<file path="src/rtl/mqe_pkg.sv">
// Shared types, constants and tables for the mouse quadrature emulator.
`timescale 1ns / 1ps
`default_nettype none

package mqe_pkg;

    localparam int MOVE_W       = 16;
    localparam int PERIOD_W     = 14;
    localparam int PHASE_W      = 2;
    localparam int TABLE_SIZE   = 64;
    localparam int TABLE_IDX_W  = 6;

    localparam logic OP_SAMPLE = 1'b0;
    localparam logic OP_TICK   = 1'b1;

    localparam logic [PERIOD_W-1:0] IDLE_PERIOD = 14'd500;
    localparam logic [PERIOD_W-1:0] PERIOD_MAX  = 14'd12217;

    localparam logic [PERIOD_W-1:0] PERIOD_TABLE [TABLE_SIZE] = '{
        14'd12217, 14'd10241, 14'd8829, 14'd7700, 14'd6758, 14'd5958, 14'd5347, 14'd4782,
        14'd4311,  14'd3888,  14'd3558, 14'd3276, 14'd3041, 14'd2852, 14'd2711, 14'd2570,
        14'd2429,  14'd2335,  14'd2241, 14'd2147, 14'd2052, 14'd1958, 14'd1911, 14'd1817,
        14'd1770,  14'd1723,  14'd1629, 14'd1582, 14'd1535, 14'd1488, 14'd1441, 14'd1394,
        14'd1347,  14'd1300,  14'd1252, 14'd1205, 14'd1158, 14'd1158, 14'd1111, 14'd1064,
        14'd1017,  14'd1017,  14'd970,  14'd923,  14'd923,  14'd876,  14'd876,  14'd829,
        14'd829,   14'd782,   14'd782,  14'd735,  14'd735,  14'd688,  14'd688,  14'd641,
        14'd641,   14'd641,   14'd594,  14'd594,  14'd594,  14'd547,  14'd547,  14'd547
    };

    localparam logic [PHASE_W-1:0] GRAY_CODE [4] = '{2'd0, 2'd1, 2'd3, 2'd2};

    // State of one axis after a transaction, handed from a lane to the merge stage
    typedef struct packed {
        logic [PHASE_W-1:0]         phase;
        logic signed [MOVE_W-1:0]   speed;
        logic [PERIOD_W-1:0]        period;
    } lane_res_t;

endpackage

`default_nettype wire

</file>
<file path="src/rtl/mqe_lane.sv">
// One axis: sliding window average, period lookup, period counter and phase.
`timescale 1ns / 1ps
`default_nettype none

module mqe_lane #(
    parameter int WINDOW = 8
) (
    input  wire logic                               aclk,
    input  wire logic                               aresetn,
    input  wire logic                               step_en,
    input  wire logic                               op,
    input  wire logic signed [mqe_pkg::MOVE_W-1:0]  move,
    output mqe_pkg::lane_res_t                      res_next
);

    localparam int SUM_W   = mqe_pkg::MOVE_W + $clog2(WINDOW);
    localparam int SHIFT   = SUM_W + $clog2(WINDOW);
    localparam int PROD_W  = SUM_W + SHIFT + 1;
    localparam longint RECIP_L = ((longint'(1) << SHIFT) + longint'(WINDOW) - 1)
                                 / longint'(WINDOW);
    localparam logic [SHIFT:0] RECIP = (SHIFT+1)'(RECIP_L);

    logic signed [mqe_pkg::MOVE_W-1:0]   win_reg [WINDOW];
    logic signed [SUM_W-1:0]             sum_reg, sum_next;
    logic signed [mqe_pkg::MOVE_W-1:0]   speed_reg, speed_next;
    logic [mqe_pkg::PERIOD_W-1:0]        period_reg, period_next;
    logic [mqe_pkg::PERIOD_W-1:0]        count_reg, count_next;
    logic [mqe_pkg::PHASE_W-1:0]         phase_reg, phase_next;

    logic signed [SUM_W-1:0]             sum_calc;
    logic [SUM_W-1:0]                    sum_u;
    logic [SUM_W-1:0]                    mag;
    logic [PROD_W-1:0]                   prod;
    logic [SUM_W:0]                      quo;
    logic [mqe_pkg::MOVE_W:0]            mag_q;
    logic signed [mqe_pkg::MOVE_W-1:0]   speed_calc;
    logic [mqe_pkg::PERIOD_W-1:0]        period_calc;
    logic [mqe_pkg::PERIOD_W-1:0]        count_inc;
    logic                                wrap;
    logic                                do_sample;
    logic                                do_tick;

    assign do_sample = step_en && (op == mqe_pkg::OP_SAMPLE);
    assign do_tick   = step_en && (op == mqe_pkg::OP_TICK);

    // Oldest sample sits at the far end of the shift line
    assign sum_calc = sum_reg + SUM_W'(move) - SUM_W'(win_reg[WINDOW-1]);
    assign sum_u    = sum_calc;
    assign mag      = sum_calc[SUM_W-1] ? (~sum_u + 1'b1) : sum_u;

    // Truncating divide by WINDOW on the magnitude, via reciprocal multiply
    assign prod  = PROD_W'(mag) * PROD_W'(RECIP);
    assign quo   = prod[PROD_W-1:SHIFT];
    assign mag_q = quo[mqe_pkg::MOVE_W:0];

    assign speed_calc = sum_calc[SUM_W-1] ? mqe_pkg::MOVE_W'(~mag_q + 1'b1)
                                          : mag_q[mqe_pkg::MOVE_W-1:0];

    assign period_calc = (mag_q != '0 && mag_q < (mqe_pkg::MOVE_W+1)'(mqe_pkg::TABLE_SIZE))
                       ? mqe_pkg::PERIOD_TABLE[mag_q[mqe_pkg::TABLE_IDX_W-1:0]]
                       : mqe_pkg::IDLE_PERIOD;

    assign count_inc = count_reg + 1'b1;
    assign wrap      = (count_inc >= period_reg);

    always_comb begin
        sum_next    = sum_reg;
        speed_next  = speed_reg;
        period_next = period_reg;
        count_next  = count_reg;
        phase_next  = phase_reg;
        if (do_sample) begin
            sum_next    = sum_calc;
            speed_next  = speed_calc;
            period_next = period_calc;
        end
        if (do_tick) begin
            count_next = wrap ? '0 : count_inc;
            if (wrap && speed_reg != '0) begin
                // step up for positive speed, down for negative
                phase_next = speed_reg[mqe_pkg::MOVE_W-1] ? phase_reg - 1'b1
                                                          : phase_reg + 1'b1;
            end
        end
    end

    always_comb begin
        res_next.phase  = phase_next;
        res_next.speed  = speed_next;
        res_next.period = period_next;
    end

    always_ff @(posedge aclk) begin
        if (!aresetn) begin
            for (int i = 0; i < WINDOW; i++) begin
                win_reg[i] <= '0;
            end
            sum_reg    <= '0;
            speed_reg  <= '0;
            period_reg <= mqe_pkg::IDLE_PERIOD;
            count_reg  <= '0;
            phase_reg  <= '0;
        end else begin
            if (do_sample) begin
                win_reg[0] <= move;
                for (int i = 1; i < WINDOW; i++) begin
                    win_reg[i] <= win_reg[i-1];
                end
            end
            sum_reg    <= sum_next;
            speed_reg  <= speed_next;
            period_reg <= period_next;
            count_reg  <= count_next;
            phase_reg  <= phase_next;
        end
    end

`ifndef ASSERT_OFF
    a_phase_single_step: assert property (@(posedge aclk) disable iff (!aresetn)
        1'b1 |=> (phase_reg == $past(phase_reg)) || (phase_reg == $past(phase_reg) + 2'd1)
                 || (phase_reg == $past(phase_reg) - 2'd1))
        else $error("phase moved by more than one step");

    a_sample_keeps_count: assert property (@(posedge aclk) disable iff (!aresetn)
        do_sample |=> $stable(count_reg) && $stable(phase_reg))
        else $error("sample transaction disturbed the counter or phase");

    a_count_below_period: assert property (@(posedge aclk) disable iff (!aresetn)
        do_tick && wrap |=> count_reg == '0)
        else $error("counter did not return to zero on wrap");
`endif

endmodule

`default_nettype wire

</file>
<file path="src/rtl/mqe_merge.sv">
// Merge stage: combines both lanes into the output register and gray-codes the phases.
`timescale 1ns / 1ps
`default_nettype none

module mqe_merge (
    input  wire logic                                aclk,
    input  wire logic                                aresetn,
    input  wire logic                                accept,
    input  wire mqe_pkg::lane_res_t                  res_x,
    input  wire mqe_pkg::lane_res_t                  res_y,
    output logic                                     take,
    output logic                                     m_valid,
    input  wire logic                                m_ready,
    output logic                                     m_x_phase_a,
    output logic                                     m_x_phase_b,
    output logic                                     m_y_phase_a,
    output logic                                     m_y_phase_b,
    output logic signed [mqe_pkg::MOVE_W-1:0]        m_speed_x_out,
    output logic signed [mqe_pkg::MOVE_W-1:0]        m_speed_y_out,
    output logic [mqe_pkg::PERIOD_W-1:0]             m_period_x_out,
    output logic [mqe_pkg::PERIOD_W-1:0]             m_period_y_out
);

    logic                           valid_reg, valid_next;
    mqe_pkg::lane_res_t             res_x_reg;
    mqe_pkg::lane_res_t             res_y_reg;
    logic [mqe_pkg::PHASE_W-1:0]    gray_x;
    logic [mqe_pkg::PHASE_W-1:0]    gray_y;

    // Accept a new transaction whenever the output slot is empty or draining
    assign take = !valid_reg || m_ready;

    always_comb begin
        valid_next = valid_reg;
        if (accept) begin
            valid_next = 1'b1;
        end else if (m_ready) begin
            valid_next = 1'b0;
        end
    end

    always_ff @(posedge aclk) begin
        if (!aresetn) begin
            valid_reg <= 1'b0;
        end else begin
            valid_reg <= valid_next;
        end
    end

    always_ff @(posedge aclk) begin
        if (accept) begin
            res_x_reg <= res_x;
            res_y_reg <= res_y;
        end
    end

    assign gray_x = mqe_pkg::GRAY_CODE[res_x_reg.phase];
    assign gray_y = mqe_pkg::GRAY_CODE[res_y_reg.phase];

    assign m_valid        = valid_reg;
    assign m_x_phase_a    = gray_x[0];
    assign m_x_phase_b    = gray_x[1];
    assign m_y_phase_a    = gray_y[0];
    assign m_y_phase_b    = gray_y[1];
    assign m_speed_x_out  = res_x_reg.speed;
    assign m_speed_y_out  = res_y_reg.speed;
    assign m_period_x_out = res_x_reg.period;
    assign m_period_y_out = res_y_reg.period;

endmodule

`default_nettype wire

</file>
<file path="src/rtl/mouse_quadrature_emulator_unit.sv">
// Top level of the mouse quadrature emulator: two axis lanes and the merge stage.
//
// Usage:
//   Input channel (s_valid/s_ready): s_op selects a movement sample (s_move_x, s_move_y)
//   or a one-microsecond tick. A sample updates each axis window average, speed and
//   step period; a tick advances both period counters and steps the quadrature phases.
//   Result channel (m_valid/m_ready): one transaction per input transaction, carrying
//   the A/B phase bits, speeds and periods as they stand after that input.
//   Result: registered in the merge stage, valid in the cycle after the input is taken.
//   Throughput: one transaction per cycle when not stalled; each lane updates its running sum, divides by
//   WINDOW through a reciprocal multiply and looks up the period combinationally.
//   Stall: while a result waits and m_ready is low, s_ready is low and all state holds;
//   with m_ready high a new input is taken in the same cycle the result leaves.
//   Reset: windows and sums clear to zero, periods load 500, counters and phases clear,
//   no result is pending. No clearing pass is needed; s_ready is high straight after.
`timescale 1ns / 1ps
`default_nettype none

module mouse_quadrature_emulator_unit #(
    parameter int WINDOW = 8
) (
    input  wire logic                                aclk,
    input  wire logic                                aresetn,
    input  wire logic                                s_valid,
    output logic                                     s_ready,
    input  wire logic                                s_op,
    input  wire logic signed [mqe_pkg::MOVE_W-1:0]   s_move_x,
    input  wire logic signed [mqe_pkg::MOVE_W-1:0]   s_move_y,
    output logic                                     m_valid,
    input  wire logic                                m_ready,
    output logic                                     m_x_phase_a,
    output logic                                     m_x_phase_b,
    output logic                                     m_y_phase_a,
    output logic                                     m_y_phase_b,
    output logic signed [mqe_pkg::MOVE_W-1:0]        m_speed_x_out,
    output logic signed [mqe_pkg::MOVE_W-1:0]        m_speed_y_out,
    output logic [mqe_pkg::PERIOD_W-1:0]             m_period_x_out,
    output logic [mqe_pkg::PERIOD_W-1:0]             m_period_y_out
);

    logic               accept;
    logic               take;
    mqe_pkg::lane_res_t res_x;
    mqe_pkg::lane_res_t res_y;

    assign s_ready = take;
    assign accept  = s_valid && take;

    mqe_lane #(.WINDOW(WINDOW)) u_lane_x (
        .aclk     (aclk),
        .aresetn  (aresetn),
        .step_en  (accept),
        .op       (s_op),
        .move     (s_move_x),
        .res_next (res_x)
    );

    mqe_lane #(.WINDOW(WINDOW)) u_lane_y (
        .aclk     (aclk),
        .aresetn  (aresetn),
        .step_en  (accept),
        .op       (s_op),
        .move     (s_move_y),
        .res_next (res_y)
    );

    mqe_merge u_merge (
        .aclk           (aclk),
        .aresetn        (aresetn),
        .accept         (accept),
        .res_x          (res_x),
        .res_y          (res_y),
        .take           (take),
        .m_valid        (m_valid),
        .m_ready        (m_ready),
        .m_x_phase_a    (m_x_phase_a),
        .m_x_phase_b    (m_x_phase_b),
        .m_y_phase_a    (m_y_phase_a),
        .m_y_phase_b    (m_y_phase_b),
        .m_speed_x_out  (m_speed_x_out),
        .m_speed_y_out  (m_speed_y_out),
        .m_period_x_out (m_period_x_out),
        .m_period_y_out (m_period_y_out)
    );

`ifndef ASSERT_OFF
    a_result_follows_accept: assert property (@(posedge aclk) disable iff (!aresetn)
        accept |=> m_valid)
        else $error("accepted transaction produced no result");

    a_period_in_range: assert property (@(posedge aclk) disable iff (!aresetn)
        m_valid |-> (m_period_x_out >= mqe_pkg::IDLE_PERIOD)
                 && (m_period_x_out <= mqe_pkg::PERIOD_MAX)
                 && (m_period_y_out >= mqe_pkg::IDLE_PERIOD)
                 && (m_period_y_out <= mqe_pkg::PERIOD_MAX))
        else $error("step period out of table range");
`endif

endmodule

`default_nettype wire

</file>
<file path="config.mk">
export PLATFORM = sky130hd
export DESIGN_NAME = mouse_quadrature_emulator_unit
export DESIGN_NICKNAME = d
export VERILOG_FILES = /design/src/rtl/mqe_pkg.sv /design/src/rtl/mqe_lane.sv /design/src/rtl/mqe_merge.sv /design/src/rtl/mouse_quadrature_emulator_unit.sv
export SDC_FILE = /design/constraint.sdc
export NUM_CORES = 1
export LEC_CHECK = 0
export BUFFER_PORTS_ARGS = -buffer_cell sky130_fd_sc_hd__buf_4
export CAP_MARGIN = 15
export CORE_AREA = 8 8 290 292
export CTS_CLUSTER_DIAMETER = 80
export CTS_CLUSTER_SIZE = 28
export DETAILED_ROUTE_END_ITERATION = 8
export DIE_AREA = 0 0 298 300
export GPL_TIMING_DRIVEN = 0
export SYNTH_ARGS = -nofsm -noshare
export SYNTH_HDL_FRONTEND = slang
export SYNTH_SLANG_ARGS = --single-unit
</file>
<file path="constraint.sdc">
create_clock -name aclk -period 10.4 [get_ports aclk]
set_input_delay 1.04 -clock aclk [delete_from_list [all_inputs] [get_ports aclk]]
set_output_delay 1.04 -clock aclk [all_outputs]
set_load 0.03 [all_outputs]
</file>
After elaboration in Yosys (flattened, before gate mapping)
Memory sizes are Yosys's and may differ from the RTL's.
Index checks and enable logic that the tools add are counted.
Widths: inputs -> output; s select.
{ "op_classes": {"n_addsub": 14, "magnitude_cmp": 8, "n_mux": 50, "bitwise": 25, "reduce_logical": 14} }
{ "op_table": {"columns": ["cell", "count"], "rows": [
  ["$mux 16", 20],
  ["$mux 14", 10],
  ["$add 19x1->19 const B", 2],
  ["$add 19x16->19", 2],
  ["$mux 19", 2],
  ["$not 19->19", 2],
  ["$sub 19x16->19", 2],
  ["$reduce_bool 17->1", 2],
  ["$add 16x1->16 const B", 2],
  ["$lt 16x7->1 const B", 2],
  ["$not 16->16", 2],
  ["$reduce_bool 16->1", 2],
  ["$add 14x1->14 const B", 2],
  ["$ge 14x14->1", 2],
  ["$mux 2", 10],
  ["$or 1x1->1", 16],
  ["$ge 7x7->1 const B", 2],
  ["$not 6->7", 2],
  ["$bmux 2 s2", 2],
  ["$logic_and 1x1->1", 7],
  ["$ge 3x3->1 const B", 2],
  ["$mux 1", 6],
  ["$not 2->3", 2],
  ["$add 2x1->2 const B", 2],
  ["other kinds (5)", 6]
]} }
{ "word_totals": {"regBits": 195, "ramBits": 256, "rom_bits": 1792, "out_inout_bits": 66, "wordCells": 132, "mem_count": 4} }
{ "memory_table": {"columns": ["memory", "words", "width", "read_ports", "rd_clocked_by_memory_dff", "write_ports", "line_no", "source"], "rows": [
  ["(no name shown)", 64, 14, 1, 0, 0, "mqe_lane.sv:60", "? mqe_pkg::PERIOD_TABLE[mag_q[mqe_pkg::TABLE_IDX_W-1:0]]"],
  ["(no name shown)", 64, 14, 1, 0, 0, "mqe_lane.sv:60", null],
  ["u_lane_x.win_reg", 8, 16, 8, 0, 8, "mqe_lane.sv:23", "logic signed [mqe_pkg::MOVE_W-1:0] win_reg [WINDOW];"],
  ["u_lane_y.win_reg", 8, 16, 8, 0, 8, "mqe_lane.sv:23", null]
]} }

Longest topological paths before layout
{ "depth": {"depth_word": 11, "ltp_mapped": 25} }

Hierarchy
Synthesis repeated with hierarchy kept, for this count alone.
{ "hier_totals": {"cells_unflattened": 2689, "area_unflattened_um2": 26446.6} }
{ "modules_own_cells": {"columns": ["module", "instances", "cells_each", "area_per_inst_um2", "seq_area_each_um2"], "rows": [
  ["mqe_lane (u_lane_y)", 1, 1294, 12141.6, 5144.9],
  ["mqe_lane (u_lane_x)", 1, 1264, 11860.1, 5144.9],
  ["mqe_merge", 1, 130, 2438.6, 1941.9],
  ["mouse_quadrature_emulator_unit", 1, 1, 6.3, 0.0]
]} }

Worst setup path before layout
No wires, ideal clock.
{ "synth_timing": {"path_type": "input-to-reg", "from": "in m_ready", "to": "mem u_lane_x.win_reg[0][0] (netlist name) (enable)", "setup_ns": 2.200, "arrival_time_ns": 6.469, "t_required_ns": 8.200, "slack_ns": 1.732, "path_stages": 5, "path_buffers": 0, "cell_sequence": "nand2b_1 -> nand2_1 -> nor2_1 -> nor2_1 -> clkinv_1"} }
{ "synth_rtl": {"columns": ["item", "line_no", "source"], "rows": [
  ["start, declared", "mouse_quadrature_emulator_unit.sv:30", "input wire logic m_ready,"],
  ["end, declared", "mqe_lane.sv:23", null]
]} }

==> metrics.txt <==
# TYPE chip_impl_metric gauge
chip_impl_info{name="outcome",value="complete, no violations"} 1
chip_impl_info{name="postSynth.topFlopCell",value="sky130_fd_sc_hd__edfxtp_1"} 1
chip_impl_metric{name="seq_power_share",unit="%"} 23.6
chip_impl_metric{name="syn_inst",unit=""} 2644
chip_impl_metric{name="cp_data_arrival_time",unit="ns"} 8.57
chip_impl_metric{name="final_period_minus_worst_setup_slack",unit="ns"} 8.210
chip_impl_metric{name="yosysUniqueCellTypes",unit=""} 94
chip_impl_metric{name="finalWeightedCongestion",unit=""} 0.9524
chip_impl_metric{name="core_area",unit="um^2"} 79640
chip_impl_metric{name="clock_latency",unit="ns"} 0.59
chip_impl_metric{name="tightestPinTransition",unit="ns"} 1.244
chip_impl_metric{name="slew_headroom",unit="%"} 16.16
chip_impl_info{name="tritoncts",value="done"} 1
chip_impl_metric{name="switching_share_of_total_power",unit="%"} 51.14
chip_impl_metric{name="setup_violations",unit=""} 0
chip_impl_metric{name="drt-met1-wl",unit="um"} 32840
chip_impl_metric{name="die_area",unit="um^2"} 89400
chip_impl_metric{name="synth_compound_area_share",unit="%"} 15.36
chip_impl_metric{name="overall_routing_resource_usage",unit="%"} 15.72
chip_impl_metric{name="path_max_fanout",unit=""} 12
chip_impl_metric{name="grt_pass1_vias",unit=""} 19230
chip_impl_metric{name="skew",unit="ns"} 0.02424
chip_impl_metric{name="route.vias.total",unit=""} 20240
chip_impl_metric{name="layout.filler_cells",unit=""} 8083
chip_impl_metric{name="die_span_in_y",unit="um"} 300
chip_impl_metric{name="ys_seq_area_share",unit="%"} 47.17
chip_impl_metric{name="first_iter_violations",unit=""} 1854
chip_impl_metric{name="worst_ir_drop_vdd",unit="V"} 0.0002162
chip_impl_metric{name="drv.max_cap_violation_count",unit=""} 0
chip_impl_metric{name="mappedNetlistArea",unit="um^2"} 25930
chip_impl_metric{name="cts_buffers",unit=""} 26
chip_impl_metric{name="ctsHoldBuffers",unit=""} 0
chip_impl_info{name="rsz0062_at_grt",value="no"} 1
chip_impl_metric{name="synth_mux_area_share",unit="%"} 0.9988
chip_impl_metric{name="post_cts.repair.setup_buffers",unit=""} 0
chip_impl_metric{name="grt_max_degree",unit=""} 101
chip_impl_metric{name="syn-mean-instance-area",unit="um^2"} 9.808
chip_impl_info{name="critPathLaunchType",value="input port"} 1
chip_impl_metric{name="cellLeakagePower",unit="nW"} 11.73
chip_impl_info{name="dominant_combinational_cell_family_by_area_after_synthesis",value="simple AND/OR/NAND/NOR gates"} 1
chip_impl_metric{name="first_pass_grt_wire_length",unit="um"} 112800
chip_impl_metric{name="remaining_global_route_overflow",unit=""} 0
chip_impl_info{name="worst_hold_path_type",value="register to register"} 1
chip_impl_metric{name="post_cts_resized",unit=""} 0
chip_impl_metric{name="final-instance-count-excl-fill",unit=""} 3857
chip_impl_metric{name="synth_async_sr_flop_share",unit="%"} 0
chip_impl_metric{name="finalPower",unit="mW"} 9.111
chip_impl_metric{name="layout_worst_path_cycle_share",unit="%"} 78.95
chip_impl_metric{name="drt.antenna.violating_nets",unit=""} 0
chip_impl_metric{name="wire_per_inst",unit="um"} 19.17
chip_impl_metric{name="timing.final.hold_violations",unit=""} 0
chip_impl_metric{name="clk_pin_slew_worst_paths",unit="ns"} 0.10
chip_impl_metric{name="met2_length",unit="um"} 34080
chip_impl_metric{name="yosys.area_share.xor_xnor",unit="%"} 3.595
chip_impl_metric{name="pin_count",unit=""} 103
chip_impl_metric{name="p_sw",unit="mW"} 4.659
chip_impl_metric{name="route.met3.wl",unit="um"} 3934
chip_impl_metric{name="drive_gt1_share",unit="%"} 9.263
chip_impl_metric{name="clk_sink_count",unit=""} 451
chip_impl_metric{name="numPortBuffers",unit=""} 101
chip_impl_metric{name="timing.fmax",unit="MHz"} 121.8
chip_impl_info{name="endpoint_kind",value="register"} 1
chip_impl_metric{name="synth_edf_count",unit=""} 320
chip_impl_metric{name="p_clk_share",unit="%"} 13.4
chip_impl_metric{name="synthesis.nets",unit=""} 2811
chip_impl_metric{name="synth_simple_gate_area_share",unit="%"} 18.35
chip_impl_metric{name="detailedRoute.firstPassIterationCount",unit=""} 6
chip_impl_metric{name="antenna_found_initial",unit=""} 2
chip_impl_metric{name="yosysWarningCount",unit=""} 0
chip_impl_metric{name="clockBufferDepth",unit=""} 3
chip_impl_metric{name="fin_hold_ws",unit="ns"} 0.4625
chip_impl_metric{name="finalWirelength",unit="um"} 73930
chip_impl_metric{name="drc_errors",unit=""} 0
chip_impl_info{name="top_layer_used",value="met4"} 1
chip_impl_metric{name="vias_per_cell",unit=""} 5.247
chip_impl_info{name="cts_root_buf",value="sky130_fd_sc_hd__clkbuf_16"} 1
chip_impl_metric{name="combinationalPowerShare",unit="%"} 62.9
chip_impl_metric{name="power_per_cell_area",unit="nW/um^2"} 313.5
chip_impl_metric{name="nets_final",unit=""} 2943
chip_impl_metric{name="row_count",unit=""} 104
chip_impl_metric{name="required_time_of_the_worst_setup_path",unit="ns"} 10.76
chip_impl_metric{name="internal_power_contribution",unit="mW"} 4.452
chip_impl_metric{name="area_delta_synth_final",unit="%"} 12.08
chip_impl_metric{name="die_width",unit="um"} 298
chip_impl_metric{name="synth.ff_latch_count",unit=""} 451
chip_impl_metric{name="numPlacedInstances",unit=""} 3808
chip_impl_metric{name="hpwl",unit="um"} 55900
chip_impl_metric{name="htree_num_levels",unit=""} 1
chip_impl_info{name="crit_path_top_delay_cell",value="sky130_fd_sc_hd__a222oi_1"} 1
chip_impl_info{name="timing.setup.critical_path_class",value="input port to register"} 1
chip_impl_metric{name="floorplan.initialDensity",unit="%"} 32.56
chip_impl_metric{name="synthAdderAreaFrac",unit="%"} 7.450
chip_impl_metric{name="finalMaxSlewViolations",unit=""} 0
chip_impl_metric{name="slowest_cell_delay_on_critical_path",unit="ns"} 0.87
==> logic make-up after synthesis <==
| logic type | Yosys count |
|---|---|
| buf+inv | 422 |
| mux | 25 |
| simple gates | 913 |
| flops | 451 |
| fa+ha+maj | 132 |
| compound gates | 597 |
| xor+xnor | 104 |
==> critical path, delay by kind of cell <==
family | cells | cell delay [ns]
fa+ha+maj | 3 | 1.35
compound gates | 8 | 3.02
buf+inv | 8 | 1.83
mux | 1 | 0.27
xor+xnor | 1 | 0.18
simple gates | 4 | 0.86
==> through the flow <==
step | cell area (um^2) | worst slack [ns] | util (%) | TNS (ns)
after floorplan | 25930 | 1.732 | - | 0
after global placement | 28020 | -1.833 | 35.18 | -473.91
after detailed placement | 28100 | 1.853 | 35.29 | 0
after CTS | 29060 | 2.495 | 36.49 | 0
after global routing | 29060 | 1.966 | 36.49 | 0
final | 29060 | 2.190 | 36.49 | 0
==> layer usage <==
metal | vias up | track usage [%]
met1 | 9733 | 20.94
met4 | 0 | 6.380
li1 | 9758 | -
met2 | 615 | 25.86
met5 | - | 0
met3 | 132 | 1.942
==> worst paths after layout <==
path	startpoint	to	slack, ns	cells past startpoint
setup / recovery	s_move_x[11]	u_merge.m_speed_x_out[11]$_DFFE_PP_	2.19	25
setup reg to reg	u_lane_x.win_reg[0][123]$_SDFFCE_PN0P_	u_merge.m_speed_x_out[11]$_DFFE_PP_	2.42	23
hold reg to reg	u_lane_x.sum_reg[6]$_SDFFE_PN0P_	u_lane_x.sum_reg[6]$_SDFFE_PN0P_	0.46	2
hold / removal	u_lane_x.sum_reg[6]$_SDFFE_PN0P_	u_lane_x.sum_reg[6]$_SDFFE_PN0P_	0.46	2
==> cell type report <==
type                    instances  area [um^2]  share of cell area [%]
diodes                          1        2.502                0.008610
multi-input cells            1771        11870                   40.85
clock buffers                  34        733.2                   2.523
plain buffers                 216         1061                   3.651
clock inverters                14        224.0                  0.7706
inverters                     206        778.2                   2.678
flip-flops and latches        451        12230                   42.09
repair buffers                104        833.3                   2.867
well taps                    1060         1326                   4.563
==> synthesized netlist by cell type (60+ instances only) <==
| master | number | area share (%) |
|---|---|---|
| sky130_fd_sc_hd__a21oi_1 | 163 | 3.1 |
| sky130_fd_sc_hd__and2_1 | 103 | 2.5 |
| sky130_fd_sc_hd__and3_1 | 185 | 4.5 |
| sky130_fd_sc_hd__buf_4 | 60 | 1.7 |
| sky130_fd_sc_hd__clkbuf_1 | 135 | 2.0 |
| sky130_fd_sc_hd__dfxtp_1 | 131 | 10 |
| sky130_fd_sc_hd__edfxtp_1 | 320 | 37 |
| sky130_fd_sc_hd__ha_1 | 92 | 4.4 |
| sky130_fd_sc_hd__inv_1 | 198 | 2.9 |
| sky130_fd_sc_hd__nand2_1 | 218 | 3.2 |
| sky130_fd_sc_hd__nand3_1 | 76 | 1.5 |
| sky130_fd_sc_hd__nor2_1 | 157 | 2.3 |
| sky130_fd_sc_hd__o21ai_0 | 104 | 2.0 |
| sky130_fd_sc_hd__xnor2_1 | 66 | 2.2 |
==> cell usage in the layout (no fill, tap or decap), types with 103 or more instances in the layout <==
cell,n
sky130_fd_sc_hd__clkbuf_1,140
sky130_fd_sc_hd__and2_1,103
sky130_fd_sc_hd__inv_1,197
sky130_fd_sc_hd__nand2_1,218
sky130_fd_sc_hd__a21oi_1,163
sky130_fd_sc_hd__dfxtp_1,131
sky130_fd_sc_hd__o21ai_0,104
sky130_fd_sc_hd__and3_1,185
sky130_fd_sc_hd__edfxtp_1,320
sky130_fd_sc_hd__nor2_1,157
sky130_fd_sc_hd__buf_4,161
==> power by group through the flow <==
stage | Sequential [mW] | Combinational [mW] | Clock [mW]
2_1_floorplan | 2.19 | 3.86 | 0
3_3_place_gp | 2.21 | 5.65 | 0
3_5_place_dp | 2.20 | 5.57 | 0
4_1_cts | 2.15 | 5.60 | 1.26
5_1_grt | 2.17 | 6.16 | 1.31
6_report | 2.15 | 5.73 | 1.22
No activity file was read; power rests on OpenSTA's default activity.
